===== config.mk =====
export PLATFORM = sky130hd
export DESIGN_NAME = pgc_div
export DESIGN_NICKNAME = d
export VERILOG_FILES = /design/src/rtl/assert_macros.svh /design/src/rtl/pgc_pkg.sv /design/src/rtl/pgc_div.sv
export SDC_FILE = /design/constraint.sdc
export NUM_CORES = 2
export LEC_CHECK = 0
export BUFFER_PORTS_ARGS = -buffer_cell sky130_fd_sc_hd__buf_2
export CAP_MARGIN = 5
export CORE_MARGIN = 2
export CORE_UTILIZATION = 55
export DETAILED_ROUTE_END_ITERATION = 8
export PLACE_DENSITY = 0.71
export RECOVER_POWER = 25
export SKIP_CTS_REPAIR_TIMING = 1
export SLEW_MARGIN = 10
export SYNTH_ARGS = -nofsm -noshare
export SYNTH_HDL_FRONTEND = slang
export SYNTH_SLANG_ARGS = --single-unit

===== constraint.sdc =====
create_clock -name i_clk -period 3.8 [get_ports i_clk]
set_clock_uncertainty 0.1 [all_clocks]
set_input_delay 0 -clock i_clk [delete_from_list [all_inputs] [get_ports i_clk]]
set_output_delay 0 -clock i_clk [all_outputs]
set_load 0.02 [all_outputs]

===== src/rtl/assert_macros.svh =====
// Assertion macros shared by the grading coefficient RTL.
`ifndef ASSERT_MACROS_SVH
`define ASSERT_MACROS_SVH

// Plain property check, disabled while in reset.
`define ASSERT_CLK(lbl, clk, rstn, prop, msg) \
    lbl: assert property (@(posedge clk) disable iff (!rstn) (prop)) else $error(msg);

// Same-cycle implication, disabled while in reset.
`define ASSERT_IMPL(lbl, clk, rstn, ante, cons, msg) \
    lbl: assert property (@(posedge clk) disable iff (!rstn) (ante) |-> (cons)) else $error(msg);

`endif


===== src/rtl/pgc_pkg.sv =====
// Package: types and constants of the PML grading coefficient block.
`timescale 1ns / 1ps

package pgc_pkg;

    // register widths and limits
    localparam int START_BITS = 12;
    localparam int WIDTH_BITS = 11;
    localparam int AXIS_BITS  = 13;
    localparam int COORD_BITS = 12;
    localparam int MAX_LAYER  = 1024;
    localparam int MAX_EXTENT = 4096;

    // output format
    localparam int OUT_BITS = 19;
    localparam int NUM_COEF = 5;

    // divider operand width: 4*W^3 + (2W-1)^3 for W = MAX_LAYER
    localparam int DW = 34;

    // register indexes
    localparam logic [1:0] REG_START      = 2'd0;
    localparam logic [1:0] REG_WIDTH_LOW  = 2'd1;
    localparam logic [1:0] REG_WIDTH_HIGH = 2'd2;
    localparam logic [1:0] REG_AXIS_SIZE  = 2'd3;

    // clamped configuration seen by the datapath
    typedef struct packed {
        logic [START_BITS-1:0] start;
        logic [WIDTH_BITS-1:0] wl;
        logic [WIDTH_BITS-1:0] wh;
        logic [AXIS_BITS-1:0]  n;
    } t_cfg;

    // divider operands for one cell
    typedef struct packed {
        logic [NUM_COEF-1:0][DW-1:0] num;
        logic [NUM_COEF-1:0][DW-1:0] den;
        logic                        neg1;
        logic                        neg4;
        logic                        hit;
    } t_ops;

endpackage


===== src/rtl/pgc_div.sv =====
// Pipelined restoring divider, one quotient bit per stage (num < 2*den).
`timescale 1ns / 1ps

module pgc_div #(
    parameter int QB = 18
) (
    input  logic                     i_clk,
    input  logic                     i_en,
    input  logic [pgc_pkg::DW-1:0]   i_num,
    input  logic [pgc_pkg::DW-1:0]   i_den,
    output logic [QB-1:0]            o_quot
);
    import pgc_pkg::*;

    logic [DW:0]   r_rem [QB];
    logic [DW-1:0] r_den [QB];
    logic [QB-1:0] r_q   [QB];
    logic [DW:0]   n_rem [QB];
    logic [QB-1:0] n_q   [QB];
    logic [DW:0]   s_rem [QB];
    logic [DW-1:0] s_den [QB];
    logic [QB-1:0] s_q   [QB];

    // stage inputs: operands at stage 0, previous stage registers after that
    assign s_rem[0] = {1'b0, i_num};
    assign s_den[0] = i_den;
    assign s_q[0]   = '0;

    for (genvar k = 1; k < QB; k++) begin : g_link
        assign s_rem[k] = r_rem[k-1];
        assign s_den[k] = r_den[k-1];
        assign s_q[k]   = r_q[k-1];
    end

    // per stage: compare, subtract, shift
    always_comb begin
        logic [DW:0] diff;
        logic        bit_q;
        for (int k = 0; k < QB; k++) begin
            bit_q    = s_rem[k] >= {1'b0, s_den[k]};
            diff     = bit_q ? (s_rem[k] - {1'b0, s_den[k]}) : s_rem[k];
            n_rem[k] = {diff[DW-1:0], 1'b0};
            n_q[k]   = {s_q[k][QB-2:0], bit_q};
        end
    end

    always_ff @(posedge i_clk) begin
        if (i_en) begin
            for (int k = 0; k < QB; k++) begin
                r_rem[k] <= n_rem[k];
                r_q[k]   <= n_q[k];
                r_den[k] <= s_den[k];
            end
        end
    end

    assign o_quot = r_q[QB-1];

endmodule


### Yosys cells after proc, flatten, opt, wreduce, memory -nomap -nowiden

Memory sizes are Yosys's and may differ from the RTL's.
Index checks and enable logic that the tools add are counted.

* add/subtract/negate cells: 18
* $lt $le $gt $ge: 18
* muxes and demuxes: 20

Operators with widths (number)
* 34-bit 2-to-1 mux: 18
* 34-bit subtractor: 18
* 35-bit by 34-bit >= comparator with 1-bit output: 17
* 34-bit >= comparator: 1
* 1-bit 2-to-1 mux: 2

* register bits: 0
* bits in writable memories: 1548
* input port bits: 70
* output and inout port bits: 18
* logic and storage cells: 59
* memories: 3

Memory list
* r_den: depth 18, width 34, read ports 17, clocked after memory_dff 0, write ports 18, RTL line pgc_div.sv:16 `logic [DW-1:0] r_den [QB];`
* r_rem: depth 18, width 34, read ports 17, clocked after memory_dff 0, write ports 18, RTL line pgc_div.sv:15 `logic [DW:0] r_rem [QB];`
* r_q: depth 18, width 18, read ports 18, clocked after memory_dff 0, write ports 18, RTL line pgc_div.sv:17 `logic [QB-1:0] r_q [QB];`

### Logic depth before layout (Yosys ltp)

An unclocked memory read counts as a cell.

* depth in word-level cells: 3
* gate-level depth with buffers: 16
* depth with buffers taken out: 14

### Worst setup path before layout

No wires, ideal clock.

* kind: flip-flop to flip-flop
* start point: memory r_rem[3][0] (netlist bit)
* end point: memory r_rem[4][32] (netlist bit), data pin
* setup time: 260 ps
* arrival time: 3053 ps
* data required time: 3440 ps
* setup slack: 388 ps
* cell stages (with the launch flop): 13
* buffers on the path: 1
* clock period less this slack: 3412 ps
* cells stage by stage: edfxtp_1 > ha_1 > nor2b_1 > o31a_1 > o31ai_2 > a21oi_2 > a221oi_4 > o21ai_2 > o31ai_4 > o31ai_1 > a31oi_4 > buf_6 > mux2_2

RTL lines (RTL line)
* start: declaration: pgc_div.sv:15

==> metrics.txt <==
status=complete, but fails checks; failing checks=max-capacitance violations, max-slew violations, negative setup slack; Ys Warns=0; most frequent cell after synthesis=edfxtp_1; clock buffer depth=3; starting density of the core=55.5%; worst vdd ir=0.000524 V; vias per cell=5.73; area leader, netlist=edfxtp_1; Tightest Pin Transition=2.05 ns; Flop pwr share=30.7%; Seq/Total Area, Yosys=50.6%; WP data required=4.23 ns; antenna-violating nets left=0; final worst path period need=3.86 ns; largest net degree at the start of global routing=157; clk_lat worst skew=0.80 ns; vias in the first global route=57800; Layout Utilization=64.5%; power per standard cell area=860 nW/µm²; setup ws final=-0.0581 ns; count of flip-flops with a built-in enable after synthesis=1327; Slew HR=-36.6%; Total GRT Usage=25.1%; global-route wire length before repair=289000 µm; Die Ht=382 µm; gr ovfl total=0; cells after synthesis=7135; largest family of logic cells by synthesized area=compound AO/OA/AOI/OAI gates; Post-synth top flop=edfxtp_1; #FFs+latches synth=1327; Max-cap violations=1; combinational power share=51.0%; CP max FO=7; TritonRoute pass-1 iters=7; Int Pwr=0.0490 W; mux share of post-synthesis cell area=4.34%; Post-synth top cells=edfxtp_1 (1327), inv_1 (766), ha_1 (611); Synth top area share=50.6%; CTS tree=built; clock share of power=18.3%; Async S/R FF share, synth=0%; total number of vias=56044; Synth Area in Compound Gates=15.6%; FP Rows=138; clk root buf=clkbuf_16; XOR/XNOR Fraction of Synth Area=5.45%; Lkg Pwr=38.5 nW; Syn Area/Cell=11.0 µm²; CTS Sinks=1327; Final Hold Fails=0; post-synthesis adder-cell area fraction=10.1%; crit end category=register; Worst Setup Start Kind=register; Antenna Cells=0; min-delay worst type=primary input to register; core area=142000 µm²; Slew Limit Fails=51; Routed WL=188000 µm; Area contributors post-synth=edfxtp_1 (51%), ha_1 (9.7%), inv_1 (3.7%), a21oi_1 (3.4%), xnor2_1 (3.2%); syn_nets=7833; clock transition at the registers of the reported paths=0.06 ns; drt initial violations=2707; CP Class=register to register; crit path DAT=4.29 ns; Routed wire per std cell=19.2 µm; Num CTS Buffers=150; initial antenna violation count=1; setup repair after global routing missed its margin=true; crit share post-route=102%; endpoints failing setup=22; Buffers on Ports=87; share of cells above drive strength 1=14.0%; Sw Ratio=37.6%; die area=146000 µm²; DRC viols=0; post-synth cell types=97; # nets final=8472; dpl hpwl=144000 µm; Simple-Gate Fraction of Synth Area=9.22%; gpl congestion=0.986; Switch Pwr=0.0295 W; Ports=88; DIE WIDTH=382 µm; Cell Area, Synth=78700 µm²; Area growth, synth to finish=16.1%; setup TNS=-0.821 ns; Peak Freq=259 MHz; number of H-tree levels=4
[layout make-up]
class	instances	area [µm²]
well taps	1890	2360
clock inverters	93	1000
multi-input cells	4870	35900
repair buffers	658	5540
flip-flops and latches	1327	39800
fillers	10646	50400
clock buffers	179	3880
inverters	767	2880
[cell usage in the layout, fill, tap and decap left out, drive strengths merged, types with 15 or more instances in the layout]
cell type	Yosys	layout
nor2b	77	77
clkbuf	119	211
nand2	551	551
o21ai	497	497
edfxtp	1327	1327
or3	20	20
mux2	296	296
o21a	67	67
nand2b	78	78
a21oi	538	538
o211ai	34	34
xor2	201	201
a211oi	51	51
a21o	318	318
inv	767	775
dlygate4sd3	0	127
o31ai	44	44
clkinv	0	62
xnor2	289	289
nand3	96	96
a41oi	18	18
and3	53	53
and2	35	35
fa	17	17
nor3	84	84
nor2	315	315
a21boi	19	19
a221oi	23	23
buf	52	499
bufinv	0	15
ha	611	611
a211o	16	16
or2	17	17
nand4	110	110
nor4	29	29
o21bai	101	101
a31oi	60	60
[routing by layer]
layer  up-vias  track usage, %  share of wire [%]
li1      27485               -                  -
met1     26568            21.1                 32
met2      1332            52.3                 58
met3       659            3.19                2.7
met4         0            17.5                7.5
met5         -               0                  0
[power groups by stage]
stage / registers [W] / clock network (W) / logic (W)
final: 0.0241 / 0.0144 / 0.0401
after global routing: 0.0245 / 0.0152 / 0.0439
after CTS: 0.0241 / 0.0147 / 0.0385
after detailed placement: 0.0243 / 0 / 0.0382
after global placement: 0.0243 / 0 / 0.0375
after floorplan: 0.0234 / 0 / 0.0270
[path summary, 6_finish.rpt]
path	depth (start not counted)	slack (ns)	to	start
hold / removal	4	0.003	r_rem[0][0]	i_num[0]
setup reg to reg	16	-0.06	r_rem[4][24]	r_den[3][1]
setup / recovery	16	-0.06	r_rem[4][24]	r_den[3][1]
hold reg to reg	0	0.31	r_q[15][4]	r_q[14][3]
[state kept, by name (all words and copies together) (netlist names)]
register  flops
r_den       578
r_q         171
r_rem       578
[cell families after synthesis]
family,count (synthesis)
AND/OR/NAND/NOR,1521
adder cells (fa/ha/maj),628
multiplexers,304
buffers and inverters,938
XOR/XNOR,490
flip-flops,1327
AO/OA/AOI/OAI,1927
[worst max-delay path, stage by stage, from the launching register on]
cell	delay [ns]
edfxtp_1	0.41
inv_2	0.12
ha_4	0.21
nor2b_4	0.12
o31a_1	0.28
o31ai_2	0.19
buf_4	0.19
a21oi_4	0.09
a221oi_4	0.30
o21ai_2	0.12
o31ai_4	0.25
buf_6	0.16
o31ai_4	0.13
a31oi_4	0.23
buf_12	0.18
clkbuf_16	0.19
mux2_4	0.30
[metrics by stage]
stage / worst slack [ns] / std cells / total power [W] / hold WS (ns) / cell area, µm²
2_1_floorplan: 0.388 / 7135 / 0.0504 / -0.00113 / 78700
3_3_place_gp: -0.260 / 9367 / 0.0618 / 0.0974 / 84500
3_5_place_dp: -0.340 / 9367 / 0.0625 / 0.102 / 84500
4_1_cts: -0.358 / 9639 / 0.0772 / -0.764 / 89400
5_1_grt: -0.151 / 9784 / 0.0836 / 0.0127 / 91400
6_report: -0.0581 / 9784 / 0.0785 / 0.00281 / 91400
Note: power is estimated with default switching activity, not from simulation.
