==> src/rtl/assert_macros.svh <==
// Assertion macros shared by the grading coefficient RTL.
`ifndef ASSERT_MACROS_SVH
`define ASSERT_MACROS_SVH

// Plain property check, disabled while in reset.
`define ASSERT_CLK(lbl, clk, rstn, prop, msg) \
    lbl: assert property (@(posedge clk) disable iff (!rstn) (prop)) else $error(msg);

// Same-cycle implication, disabled while in reset.
`define ASSERT_IMPL(lbl, clk, rstn, ante, cons, msg) \
    lbl: assert property (@(posedge clk) disable iff (!rstn) (ante) |-> (cons)) else $error(msg);

`endif

==> src/rtl/pgc_pkg.sv <==
// Package: types and constants of the PML grading coefficient block.
`timescale 1ns / 1ps

package pgc_pkg;

    // register widths and limits
    localparam int START_BITS = 12;
    localparam int WIDTH_BITS = 11;
    localparam int AXIS_BITS  = 13;
    localparam int COORD_BITS = 12;
    localparam int MAX_LAYER  = 1024;
    localparam int MAX_EXTENT = 4096;

    // output format
    localparam int OUT_BITS = 19;
    localparam int NUM_COEF = 5;

    // divider operand width: 4*W^3 + (2W-1)^3 for W = MAX_LAYER
    localparam int DW = 34;

    // register indexes
    localparam logic [1:0] REG_START      = 2'd0;
    localparam logic [1:0] REG_WIDTH_LOW  = 2'd1;
    localparam logic [1:0] REG_WIDTH_HIGH = 2'd2;
    localparam logic [1:0] REG_AXIS_SIZE  = 2'd3;

    // clamped configuration seen by the datapath
    typedef struct packed {
        logic [START_BITS-1:0] start;
        logic [WIDTH_BITS-1:0] wl;
        logic [WIDTH_BITS-1:0] wh;
        logic [AXIS_BITS-1:0]  n;
    } t_cfg;

    // divider operands for one cell
    typedef struct packed {
        logic [NUM_COEF-1:0][DW-1:0] num;
        logic [NUM_COEF-1:0][DW-1:0] den;
        logic                        neg1;
        logic                        neg4;
        logic                        hit;
    } t_ops;

endpackage

==> src/rtl/pgc_cfg.sv <==
// Configuration registers with APB-style access and clamping.
`timescale 1ns / 1ps

module pgc_cfg (
    input  logic          i_clk,
    input  logic          i_rst_n,
    input  logic          psel,
    input  logic          penable,
    input  logic          pwrite,
    input  logic [3:0]    paddr,
    input  logic [31:0]   pwdata,
    output logic [31:0]   prdata,
    output pgc_pkg::t_cfg o_cfg
);
    import pgc_pkg::*;
    `include "assert_macros.svh"

    logic [START_BITS-1:0] r_start;
    logic [WIDTH_BITS-1:0] r_wl;
    logic [WIDTH_BITS-1:0] r_wh;
    logic [AXIS_BITS-1:0]  r_n;
    logic                  wr;

    assign wr = psel && penable && pwrite;

    // register writes
    always_ff @(posedge i_clk) begin
        if (!i_rst_n) begin
            r_start <= '0;
            r_wl    <= '0;
            r_wh    <= '0;
            r_n     <= AXIS_BITS'(MAX_EXTENT);
        end else if (wr) begin
            unique case (paddr[3:2])
                REG_START:      r_start <= pwdata[START_BITS-1:0];
                REG_WIDTH_LOW:  r_wl    <= pwdata[WIDTH_BITS-1:0];
                REG_WIDTH_HIGH: r_wh    <= pwdata[WIDTH_BITS-1:0];
                REG_AXIS_SIZE:  r_n     <= pwdata[AXIS_BITS-1:0];
                default: ;
            endcase
        end
    end

    // read back
    always_comb begin
        unique case (paddr[3:2])
            REG_START:      prdata = 32'(r_start);
            REG_WIDTH_LOW:  prdata = 32'(r_wl);
            REG_WIDTH_HIGH: prdata = 32'(r_wh);
            REG_AXIS_SIZE:  prdata = 32'(r_n);
            default:        prdata = '0;
        endcase
    end

    // clamp widths and axis size
    always_comb begin
        o_cfg.start = r_start;
        o_cfg.wl = (r_wl > WIDTH_BITS'(MAX_LAYER)) ? WIDTH_BITS'(MAX_LAYER) : r_wl;
        o_cfg.wh = (r_wh > WIDTH_BITS'(MAX_LAYER)) ? WIDTH_BITS'(MAX_LAYER) : r_wh;
        o_cfg.n  = (r_n > AXIS_BITS'(MAX_EXTENT)) ? AXIS_BITS'(MAX_EXTENT) : r_n;
    end

    `ASSERT_CLK(a_start_wr, i_clk, i_rst_n, (wr && paddr[3:2] == REG_START) |=> (r_start == $past(pwdata[START_BITS-1:0])), "start margin write lost")
    `ASSERT_IMPL(a_clamp, i_clk, i_rst_n, 1'b1, (o_cfg.wl <= WIDTH_BITS'(MAX_LAYER)) && (o_cfg.wh <= WIDTH_BITS'(MAX_LAYER)), "layer width not clamped")

endmodule

==> config.mk <==
export PLATFORM = sky130hd
export DESIGN_NAME = pgc_cfg
export DESIGN_NICKNAME = d
export VERILOG_FILES = /design/src/rtl/pgc_pkg.sv /design/src/rtl/pgc_cfg.sv
export VERILOG_INCLUDE_DIRS = /design/src /design/src/rtl
export SDC_FILE = /design/constraint.sdc
export NUM_CORES = 1
export LEC_CHECK = 0
export ABC_AREA = 1
export BUFFER_PORTS_ARGS = -buffer_cell sky130_fd_sc_hd__buf_2
export CORE_MARGIN = 2
export CORE_UTILIZATION = 50
export CTS_CLUSTER_SIZE = 10
export DETAILED_ROUTE_END_ITERATION = 6
export PLACE_DENSITY = 0.92
export SLEW_MARGIN = 5
export SYNTH_ARGS = -nofsm -noshare
export SYNTH_HDL_FRONTEND = slang
export SYNTH_SLANG_ARGS = --single-unit
==> constraint.sdc <==
create_clock -name i_clk -period 3.15 [get_ports i_clk]
set_input_delay 0.4725 -clock i_clk [delete_from_list [all_inputs] [get_ports i_clk]]
set_output_delay 0.4725 -clock i_clk [all_outputs]
set_load 0.03 [all_outputs]
# == Word level (Yosys, flattened, before mapping) ==
# Index checks and enable logic that the tools add are counted.
# word_totals
output_inout_bits,79
regBits,47
elab_cells,21
input_bits,41
# op_classes
eq_ne,3
n_lt_le_gt_ge,3
muxes,4
reduce_logical,7
# op_table
operator,n
case mux 32 bit (4 select lines),1
"greater-than comparator 11 bit, second input constant",2
2-to-1 mux 11 bit,2
"greater-than comparator 13 bit, second input constant",1
2-to-1 mux 13 bit,1
AND reduction 2 bit,4
"== test 2 bit, second input constant",2
"== test 2 x 1 -> 1 bit, second input constant",1
logical AND 1 bit,2
logical NOT 2 bit,1

# == Logic depth before layout (Yosys ltp) ==
# logic_depth
word_depth,3
mapped_depth,7
ltp_nobuf,6

# == Worst setup path before layout ==
# OpenSTA, ideal clock, no wires.
# synth_path
path_kind,in2out
from,input port paddr[2]
to,output port prdata[11]
required_time_ns,2.677
t_arrival_ns,1.454
stages,3
n_path_buf,1
setup_slack_ns,1.224
path_cell_list,nand2_2 > clkbuf_1 > o21ai_0
# synth_via
elab_chain_len,2
word_cells_on_any_way,5
classes_between,3 x eq/ne; 1 x mux; 1 x reduce/logical
# synth_rtl
element,line,text
from (decl),pgc_cfg.sv:10,"input logic [3:0] paddr,"
"== test 2 bit, or another cell as far along",pgc_cfg.sv:46,unique case (paddr[3:2])
case mux 32 bit (4 select lines) *,pgc_cfg.sv:46,
to (decl),pgc_cfg.sv:12,"output logic [31:0] prdata,"
# Every way passes the cells marked *; elsewhere a longest branch is shown, timed or not. The select of a mux whose other input is x is not followed.

# == Worst setup path in the final report ==
# layout_path
from,input port paddr[3]
to,output port prdata[3]
# The elaborated chain is that of the path after synthesis.

==> impl_metrics.json <==
{
  "use_met2": 0.4031,
  "ctsRootBufferMaster": "clkbuf_8",
  "cts.sinks": 47,
  "cp.required_ns": 2.68,
  "drive_gt1_frac": 0.2212,
  "reg2reg_from": "r_n[12]",
  "status": "finished clean",
  "ir_worst_vdd_uv": 206.6,
  "h-tree-depth": 2,
  "crit_chain": "buf_2, nor2_2, nand2_1, o2111ai_1, buf_2",
  "finClkSkew_ns": 0,
  "critPathMaxStageDelay_ns": 0.46,
  "setup_viol": 0,
  "area_growth_pct": 15.66,
  "cts_made_buffers": 5,
  "drtIter0Drc": 328,
  "slew_headroom": 0.5254,
  "ctsHoldBuffers": 0,
  "period_needed_ns": 2.089,
  "rows": 25,
  "worstSetupPathType": "input pin to output port",
  "arrival_ns": 1.62,
  "hold_viol_final": 0,
  "syn_area_um2": 2492,
  "nNetsFinal": 492,
  "cts_buffer_depth": 2,
  "yosysWarningCount": 0,
  "final_common_cell": "nor2_1",
  "finalSetupTns_ns": 0,
  "die_h_um": 74.60,
  "p_leak_nw": 1.489,
  "min_from": "pwdata[12]",
  "synthCells": 388,
  "clk_pin_slew_ns": 0.09,
  "max_clock_freq_mhz": 478.7,
  "hold_ws_ns": 0.3881,
  "antenna_found_initial": 0,
  "slowest_stage": "nor2_2",
  "busiest_layer": "met2",
  "drt-vias-per-instance": 5.044,
  "power_frac_comb": 0.156,
  "path_common_cell": "buf_2",
  "whs_path_depth": 3,
  "die_w_um": 74.60,
  "grt_usage": 0.2482,
  "place_hpwl_um": 5083,
  "cts_tree": "yes",
  "cts_resized": 0,
  "cp_max_fo": 13,
  "overflow": 0,
  "clk_latency_ns": 0.30,
  "holdPathEnd": "r_n[12]",
  "cts_setup_buffers": 0,
  "final_cell_mix": "nor2_1, buf_2, dfxtp_1, nand2_1, inv_1",
  "p_per_area_nw_per_um2": 411.7,
  "drtAntennaViolNets": 0,
  "yosysSeqAreaShare": 0.3775,
  "p_clk_frac": 0.322,
  "crit_path_end_kind": "output port",
  "grt_use_met1": 0.3336,
  "num_vias": 2618,
  "io_pins": 120,
  "remaining_drc_errors": 0,
  "wl_per_cell_um": 13.11,
  "yosysUniqueCellTypes": 21,
  "drv_slew": 0,
  "insertedDiodeCount": 0,
  "timing.final.crit_share": 0.6632,
  "ys_ff_latch": 47,
  "io_buffer_count": 79,
  "finalWirelength_um": 6804,
  "start_kind": "input pin",
  "reg2regPathDepth": 2,
  "p_sw_mw": 0.3577,
  "grt_use_met3": 0.05149,
  "grt_pass1_vias": 2204,
  "r2r_slack_ns": 2.24,
  "grt_setup_unrepaired": "no",
  "p_int_mw": 0.8291,
  "hold_class": "input pin to register",
  "pwr-share-seq": 0.522,
  "syn_area_per_cell_um2": 6.424,
  "dr.pass1.iters": 6,
  "swShare": 0.3014,
  "cap_violations": 0,
  "core_um2": 4755,
  "regToRegEndpoint": "r_n[12]",
  "start_util": 0.5242,
  "grt_max_degree": 48,
  "dieArea_um2": 5565,
  "max_slew.worst_pin.slew_ns": 0.7119,
  "gp_congestion": 0.9166,
  "grt_pass1_wl_um": 10530
}
==> through the flow <==
| stage | worst slack (ns) | power [mW] | area (um^2) | util | cells |
|---|---|---|---|---|---|
| 2_1_floorplan | 1.224 | 0.7836 | 2560 | - | 406 |
| 3_3_place_gp | 1.129 | 0.8113 | 2788 | 0.5863 | 511 |
| 3_5_place_dp | 1.126 | 0.8146 | 2788 | 0.5863 | 511 |
| 4_1_cts | 1.121 | 1.185 | 2883 | 0.6063 | 519 |
| 5_1_grt | 0.9530 | 1.225 | 2883 | 0.6063 | 519 |
| 6_report | 1.061 | 1.187 | 2883 | 0.6063 | 519 |
==> metal layers <==
metal,share of wire,wire length [um]
met5,0,0
met4,0.015,100
met3,0.10,682
met2,0.47,3181
met1,0.42,2840
==> sequential cells by signal, summed over array words and instances, names as in the netlist <==
name and cells:
r_n 13, r_wh 11, r_start 12, r_wl 11
==> worst max-delay path: cells and delay by family <==
family | cells | cell delay [ns]
simple gates | 2 | 0.59
buf+inv | 2 | 0.38
compound gates | 1 | 0.17
==> cell families (layout without fill, tap and decap cells) <==
family,count (synthesis),count (layout),synth area share
flip-flops,47,47,0.3775
buffers and inverters,85,131,0.1672
AO/OA/AOI/OAI,71,71,0.1601
other,1,19,0.001505
AND/OR/NAND/NOR,184,184,0.2937
==> power by group through the flow <==
stage	clock, mW	sequential, mW	combinational [mW]
global route	0.403	0.621	0.201
floorplan	0	0.636	0.148
CTS	0.383	0.619	0.183
detailed placement	0	0.632	0.182
global placement	0	0.632	0.179
finish	0.382	0.619	0.185
==> layout make-up <==
cell class                 instances  area (um^2)
timing repair buffer              79        395.4
clock buffer                       7        86.33
sequential                        47        940.9
clock inverter                     1        8.758
tap                               67        83.83
inverter                          44        165.2
multi-input combinational        274         1202
fill                             437         1872
==> how the worst max path moves through the flow <==
stage                         from          to  slack (ns)  cells after the start
after floorplan           paddr[2]  prdata[11]        1.22                      3
after global placement    paddr[3]   prdata[2]        1.13                      5
after detailed placement  paddr[3]   prdata[3]        1.13                      5
after CTS                   r_n[9]    o_cfg[3]        1.12                      6
after global routing        r_n[4]    o_cfg[1]        0.95                      6
final                     paddr[3]   prdata[3]        1.06                      5
==> cells in the mapped netlist <==
master     instances  share of area
o211ai_1           1         0.0030
nand2_1           42          0.063
inv_1             39          0.059
nand3_2            1         0.0040
nor2_4             2         0.0090
a21oi_1           12          0.024
buf_4             23          0.069
clkbuf_1           8          0.012
o21ai_0            9          0.018
nor2_1           129           0.19
o21ai_1           38          0.076
buf_1              1         0.0015
nor2_2             5          0.013
nand2_2            1         0.0025
nand3_1            4         0.0080
conb_1             1         0.0015
dfxtp_1           47           0.38
inv_2              5         0.0075
o2111ai_1         11          0.039
clkbuf_2           1         0.0020
buf_2              8          0.016
Note: power is estimated with default switching activity, not from simulation.
