`src/rtl/assert_macros.svh`:
```
// Assertion macros shared by the grading coefficient RTL.
`ifndef ASSERT_MACROS_SVH
`define ASSERT_MACROS_SVH

// Plain property check, disabled while in reset.
`define ASSERT_CLK(lbl, clk, rstn, prop, msg) \
    lbl: assert property (@(posedge clk) disable iff (!rstn) (prop)) else $error(msg);

// Same-cycle implication, disabled while in reset.
`define ASSERT_IMPL(lbl, clk, rstn, ante, cons, msg) \
    lbl: assert property (@(posedge clk) disable iff (!rstn) (ante) |-> (cons)) else $error(msg);

`endif

```
`src/rtl/pgc_pkg.sv`:
```
// Package: types and constants of the PML grading coefficient block.
`timescale 1ns / 1ps

package pgc_pkg;

    // register widths and limits
    localparam int START_BITS = 12;
    localparam int WIDTH_BITS = 11;
    localparam int AXIS_BITS  = 13;
    localparam int COORD_BITS = 12;
    localparam int MAX_LAYER  = 1024;
    localparam int MAX_EXTENT = 4096;

    // output format
    localparam int OUT_BITS = 19;
    localparam int NUM_COEF = 5;

    // divider operand width: 4*W^3 + (2W-1)^3 for W = MAX_LAYER
    localparam int DW = 34;

    // register indexes
    localparam logic [1:0] REG_START      = 2'd0;
    localparam logic [1:0] REG_WIDTH_LOW  = 2'd1;
    localparam logic [1:0] REG_WIDTH_HIGH = 2'd2;
    localparam logic [1:0] REG_AXIS_SIZE  = 2'd3;

    // clamped configuration seen by the datapath
    typedef struct packed {
        logic [START_BITS-1:0] start;
        logic [WIDTH_BITS-1:0] wl;
        logic [WIDTH_BITS-1:0] wh;
        logic [AXIS_BITS-1:0]  n;
    } t_cfg;

    // divider operands for one cell
    typedef struct packed {
        logic [NUM_COEF-1:0][DW-1:0] num;
        logic [NUM_COEF-1:0][DW-1:0] den;
        logic                        neg1;
        logic                        neg4;
        logic                        hit;
    } t_ops;

endpackage

```
`src/rtl/pgc_front.sv`:
```
// Front pipeline: layer decode, cubes and divider operand forming.
`timescale 1ns / 1ps

module pgc_front (
    input  logic                        i_clk,
    input  logic                        i_rst_n,
    input  logic                        i_en,
    input  logic                        i_valid,
    input  logic [pgc_pkg::COORD_BITS-1:0] i_coord,
    input  pgc_pkg::t_cfg               i_cfg,
    output logic                        o_valid,
    output pgc_pkg::t_ops               o_ops
);
    import pgc_pkg::*;

    // stage A: layer decode
    logic signed [14:0]    c_s, s_s, wl_s, wh_s, n_s, t_lo, t_hi_a, t_hi_b, d_lo, d_hi;
    logic                  lo_hit, hi_hit;
    logic                  r_va, r_hit_a;
    logic [WIDTH_BITS-1:0] r_d_a, r_w_a, n_d_a, n_w_a;

    assign c_s  = 15'(i_coord);
    assign s_s  = 15'(i_cfg.start);
    assign wl_s = 15'(i_cfg.wl);
    assign wh_s = 15'(i_cfg.wh);
    assign n_s  = 15'(i_cfg.n);
    assign t_lo   = s_s + wl_s;
    assign t_hi_a = n_s - s_s - wh_s;
    assign t_hi_b = n_s - s_s;
    assign lo_hit = (c_s >= s_s) && (c_s < t_lo);
    assign hi_hit = (c_s > t_hi_a) && (c_s <= t_hi_b);
    assign d_lo = t_lo - c_s;
    assign d_hi = c_s - t_hi_a;

    always_comb begin
        if (hi_hit) begin
            n_d_a = d_hi[WIDTH_BITS-1:0];
            n_w_a = i_cfg.wh;
        end else begin
            n_d_a = d_lo[WIDTH_BITS-1:0];
            n_w_a = i_cfg.wl;
        end
    end

    // stage B: squares
    logic                  r_vb, r_hit_b;
    logic [WIDTH_BITS-1:0] r_d_b, r_w_b;
    logic [11:0]           r_h_b, n_h_b;
    logic [21:0]           r_dd_b, r_ww_b, r_hh_b;

    assign n_h_b = {r_d_a, 1'b0} - 12'd1;

    // stage C: cubes
    logic        r_vc, r_hit_c;
    logic [30:0] r_d3_c, r_w3_c;
    logic [32:0] r_h3_c;
    logic [32:0] p_d3, p_w3;
    logic [33:0] p_h3;

    assign p_d3 = 33'(r_dd_b) * 33'(r_d_b);
    assign p_w3 = 33'(r_ww_b) * 33'(r_w_b);
    assign p_h3 = 34'(r_hh_b) * 34'(r_h_b);

    // stage D: operands
    logic [DW-1:0] d3x2, w3, w3x4, h3;
    t_ops          n_ops, r_ops;
    logic          r_vd;

    assign d3x2 = DW'({r_d3_c, 1'b0});
    assign w3   = DW'(r_w3_c);
    assign w3x4 = DW'({r_w3_c, 2'b00});
    assign h3   = DW'(r_h3_c);

    always_comb begin
        n_ops.hit    = r_hit_c;
        n_ops.neg1   = w3 < d3x2;
        n_ops.neg4   = w3x4 < h3;
        n_ops.num[0] = w3;
        n_ops.den[0] = w3 + d3x2;
        n_ops.num[1] = n_ops.neg1 ? (d3x2 - w3) : (w3 - d3x2);
        n_ops.den[1] = w3 + d3x2;
        n_ops.num[2] = h3;
        n_ops.den[2] = w3x4;
        n_ops.num[3] = w3x4;
        n_ops.den[3] = w3x4 + h3;
        n_ops.num[4] = n_ops.neg4 ? (h3 - w3x4) : (w3x4 - h3);
        n_ops.den[4] = w3x4 + h3;
    end

    // valid bits
    always_ff @(posedge i_clk) begin
        if (!i_rst_n) begin
            r_va <= 1'b0;
            r_vb <= 1'b0;
            r_vc <= 1'b0;
            r_vd <= 1'b0;
        end else if (i_en) begin
            r_va <= i_valid;
            r_vb <= r_va;
            r_vc <= r_vb;
            r_vd <= r_vc;
        end
    end

    // payload
    always_ff @(posedge i_clk) begin
        if (i_en) begin
            r_hit_a <= lo_hit || hi_hit;
            r_d_a   <= n_d_a;
            r_w_a   <= n_w_a;
            r_hit_b <= r_hit_a;
            r_d_b   <= r_d_a;
            r_w_b   <= r_w_a;
            r_h_b   <= n_h_b;
            r_dd_b  <= 22'(r_d_a) * 22'(r_d_a);
            r_ww_b  <= 22'(r_w_a) * 22'(r_w_a);
            r_hh_b  <= 22'(n_h_b) * 22'(n_h_b);
            r_hit_c <= r_hit_b;
            r_d3_c  <= p_d3[30:0];
            r_w3_c  <= p_w3[30:0];
            r_h3_c  <= p_h3[32:0];
            r_ops   <= n_ops;
        end
    end

    assign o_valid = r_vd;
    assign o_ops   = r_ops;

endmodule

```
`config.mk`:
```
export PLATFORM = sky130hd
export DESIGN_NAME = pgc_front
export DESIGN_NICKNAME = d
export VERILOG_FILES = /design/src/rtl/assert_macros.svh /design/src/rtl/pgc_pkg.sv /design/src/rtl/pgc_front.sv
export SDC_FILE = /design/constraint.sdc
export NUM_CORES = 2
export LEC_CHECK = 0
export BUFFER_PORTS_ARGS = -buffer_cell sky130_fd_sc_hd__buf_2
export CORE_MARGIN = 2
export CORE_UTILIZATION = 60
export DETAILED_ROUTE_END_ITERATION = 12
export GPL_TIMING_DRIVEN = 1
export PLACE_DENSITY = 0.79
export SLEW_MARGIN = 0
export SYNTH_ARGS = -nofsm -noshare
export SYNTH_HDL_FRONTEND = slang
export SYNTH_SLANG_ARGS = --single-unit
```
`constraint.sdc`:
```
create_clock -name i_clk -period 9.2 [get_ports i_clk]
set_input_delay 0.46 -clock i_clk [delete_from_list [all_inputs] [get_ports i_clk]]
set_output_delay 0.46 -clock i_clk [all_outputs]
set_load 0.05 [all_outputs]
```
* Word level (Yosys, flattened, before mapping)
Cells that the tools add are included.
** Word-level totals
- Register bits after elaboration :: 427
- Logic and storage cells :: 58
- Bits of input ports :: 63
** Cells by class
- Mux-type cells :: 4
- Add/subtract/negate cells :: 12
- Multipliers :: 6
- Reductions and logical operators :: 3
- Magnitude comparators :: 6
** Operators by type and width (count)
- 2-to-1 mux 34 bit :: 2
- subtractor 33 x 33 -> 34 bit :: 2
- multiplier 22 x 11 -> 31 bit :: 2
- multiplier 11 x 11 -> 22 bit :: 2
- adder 33 x 33 -> 34 bit :: 1
- adder 31 x 32 -> 33 bit :: 1
- < comparator 33 bit :: 1
- multiplier 22 x 12 -> 33 bit :: 1
- subtractor 31 x 32 -> 33 bit :: 1
- subtractor 32 x 31 -> 33 bit :: 1
- < comparator 31 x 32 -> 1 bit :: 1
- multiplier 12 x 12 -> 22 bit :: 1
- 2-to-1 mux 11 bit :: 2
- subtractor 11 bit :: 2
- greater-than comparator 13 x 15 -> 1 bit :: 1
- subtractor 14 x 12 -> 15 bit :: 1
- <= comparator 13 x 14 -> 1 bit :: 1
- subtractor 13 x 12 -> 14 bit :: 1
- adder 12 x 11 -> 13 bit :: 1
- < comparator 12 x 13 -> 1 bit :: 1
- greater-or-equal comparator 12 bit :: 1
- subtractor 12 x 1 -> 12 bit, second input constant :: 1
- logical AND 1 bit :: 2
- logical OR 1 bit :: 1

* Longest topological paths before layout
- Word-level depth :: 5
- Mapped depth :: 27
- Depth with buffers taken out :: 25

* Worst setup path after synthesis
OpenSTA, ideal clock, no wires.
- Kind :: flip-flop to flip-flop
- Start :: register r_d_a[0]
- End :: register r_hh_b[21] (data pin)
- Arrival :: 5.970 ns
- Stages on the path, launching flop included :: 25
- Library setup time :: 0.260 ns
- Required time :: 8.940 ns
- Path slack :: 2.970 ns
- Cells stage by stage :: edfxtp_1 > clkbuf_1 > inv_1 > ha_1 > nand2_1 > xnor2_1 > nand2_1 > fa_1 > inv_1 > fa_1 > inv_1 > fa_1 > inv_1 > fa_1 > inv_1 > fa_1 > inv_1 > ha_1 > and2_1 > o21ai_0 > o31ai_1 > o41ai_2 > o21ai_0 > a21oi_1 > xnor2_1
** On the way
- Cells in the longest elaborated chain, start to end :: 2
** RTL lines
- start: declaration :: RTL line pgc_front.sv:20 : logic [WIDTH_BITS-1:0] r_d_a, r_w_a, n_d_a, n_w_a;
- start signal: assignment :: RTL line pgc_front.sv:109 : r_d_a <= n_d_a;
- subtractor 12 x 1 -> 12 bit :: RTL line pgc_front.sv:51 : assign n_h_b = {r_d_a, 1'b0} - 12'd1;
- named net n_h_b[1] :: RTL line pgc_front.sv:48 : logic [11:0] r_h_b, n_h_b;
- multiplier 12 x 12 -> 22 bit :: RTL line pgc_front.sv:117 : r_hh_b <= 22'(n_h_b) * 22'(n_h_b);
- end signal: assignment :: RTL line pgc_front.sv:117
- end: declaration :: RTL line pgc_front.sv:49 : logic [21:0] r_dd_b, r_ww_b, r_hh_b;
The timed path passes the listed nets, and every way through them passes these cells.
A chain may end at the register's enable or synchronous reset.

* Worst setup path in the final report
Same ends and word-level chain as after synthesis.

==> run summary <==
area leader, netlist: fa_1
antenna cells: 0
Worst Hold Class: in -> reg
Post-Syn Area per Cell: 9.514 µm²
root buf cell: clkbuf_16
minimum clock period: 7.421 ns
yosys warns: 0
worst-margin pin slew: 1.078 ns
Reg clk slew, reported paths: 0.06 ns
clk_skew: 0.02300 ns
async set or reset register ratio after synthesis: 0%
FP Rows: 114
critical path class: reg -> reg
Post-Syn Area: 58,430 µm²
IO Port Bufs: 390
RD Place Congestion: 1.016
Iter 0 DRT Violations: 3,378
final setup margin: 1.779 ns
Final period util: 80.66%
first-pass GRT wire length: 245,700 µm
DIE AREA: 99,900 µm²
TritonCTS Buffers: 47
# IOs: 407
drt first pass iters: 5
status: complete, no violations
Detail Route Antenna Nets: 0
Critical Path End Type: flip-flop
final WL: 157,300 µm
top cells by count, synth: inv_1, fa_1, nand2_1
H-tree levels: 2
Post-CTS Setup Bufs: 0
core area: 96,570 µm²
Starting Density: 60.51%
post-cts sizing count: 0
via/cell ratio: 5.775
CTS tree: yes
largest net degree at the start of global routing: 150
Wirelength per Cell: 20.82 µm
area grow syn2layout: 5.520%
RSZ-0062 raised after global routing: false
most frequent cell after synthesis: inv_1
initial antenna violation count: 3
DPL Wire Length: 127,800 µm
Hold Fails Final Rpt: 0
layout cell share with drive strength beyond 1: 9.081%
Setup crit start kind: flip-flop
hold_buf cts: 0
via count: 43,620
Fmax achieved: 134.8 MHz
Final #Nets: 7,674
endpoints failing setup: 0
Worst EP required: 9.57 ns
hold slack: 0.07526 ns
GRT overflow: 0
Max Transition Viols Final: 0
Die H: 316.1 µm
Max Buffers Root-to-Sink: 3
clk sink count: 411
library cells used by synthesis: 106
Worst-Skew Late Latency: 0.63 ns
CP max FO: 22
Post-synth EDFFs: 407
GRT Total Usage: 31.84%
Setup Slack @ Placement: 1.882 ns
Yosys top cell area share: 25.35%
vias in the first global route: 44,450
Synth Register Bits: 411
Die Wd: 316.1 µm
maxcap violations: 0
main flop type after synthesis: edfxtp_1
Rel. slew slack: 28.13%
Cells after Synth: 6,142
drc violations: 0
Seq/Total Area, Yosys: 21.05%
Area contributors post-synth: fa_1, edfxtp_1, ha_1
Arr. time, crit path: 7.79 ns
Fin Setup TNS: 0 ns
logic make-up (layout without fill, tap and decap cells):
kind of cell,count (synthesis),in the layout,synth area share (%)
AOI/OAI and AO/OA,1000,1000,11.23
adders and majority gates,1371,1371,38.86
buffers and inverters,1445,1565,10.43
DFF,411,411,21.05
xor gates and xnor gates,316,316,4.762
muxes,63,63,1.208
and+or+nand+nor,1534,1534,12.44
other,2,17,0.01285
worst paths after layout:
path              startpoint    endpoint  slack (ns)  depth (start not counted)
hold reg to reg      r_hit_c    o_ops[0]        0.42                          0
setup reg to reg    r_d_a[0]  r_hh_b[21]        1.78                         24
setup / recovery    r_d_a[0]  r_hh_b[21]        1.78                         24
hold / removal       i_rst_n        r_vc        0.08                          2
critical path, stage by stage, from the launching register on:
cell	delay (ns)
edfxtp_1	0.84
inv_1	0.30
ha_1	0.40
nor3b_1	0.19
xor2_1	0.58
inv_1	0.32
fa_1	0.50
inv_1	0.09
ha_1	0.14
inv_1	0.05
fa_1	0.47
inv_1	0.04
ha_1	0.26
inv_1	0.04
fa_1	0.47
inv_1	0.04
ha_1	0.31
a21oi_1	0.20
o21ai_0	0.16
a2111oi_0	0.65
o31ai_1	0.28
o41ai_2	0.39
o21ai_0	0.15
a21oi_1	0.19
xnor2_1	0.08
routing by layer:
layer	vias to the layer above	GRT usage (%)	part of all wire [%]
met4	4	12.67	4.2
li1	19930	-	-
met5	-	0	0.017
met3	319	5.867	8.3
met1	21520	41.28	40
met2	1841	53.05	47
stage by stage:
stage,cells,utilization (%),area [µm²]
3_3_place_gp,7467,62.27,60130
6_report,7553,63.85,61660
3_5_place_dp,7467,62.27,60130
2_1_floorplan,6157,-,58490
4_1_cts,7553,63.85,61660
5_1_grt,7553,63.85,61660
final cells by class:
cell class	instances	area (µm²)
Clock buffer	57	1214
Multi-Input combinational cell	4301	40100
Tap cell	1276	1597
Sequential cell	411	12300
Timing Repair Buffer	407	2102
Fill cell	7833	34910
Clock inverter	29	314.1
Inverter	1072	4026
registers in the layout, summed over array words and instances, names as in the netlist:
register  count
r_vb          1
r_vc          1
r_h3_c       32
r_w_b        11
r_ww_b       20
r_hh_b       20
r_hit_b       1
r_dd_b       20
r_d3_c       31
r_h_b        11
r_w_a        11
o_ops       195
r_hit_a       1
r_va          1
r_hit_c       1
r_w3_c       31
r_d_b        11
o_valid       1
r_d_a        11
cells in the final DEF (no fill, tap or decap), types with 30 or more instances in the layout:
master	n
ha_1	631
xor2_1	73
inv_1	1060
edfxtp_1	407
nand4_1	37
buf_2	389
nand2_1	656
o21bai_1	90
o21a_1	41
and2_1	299
a21o_1	91
nor3_1	76
nor2b_1	41
a211oi_1	30
a21oi_1	361
mux2i_1	38
o21ai_0	170
nor2_1	254
nand2b_1	31
nand3_1	43
fa_1	740
clkbuf_16	47
xnor2_1	241
Power is left out: the tool's default activity adds up to more than one toggle a clock period on the data nets, which glitch-free logic cannot reach.
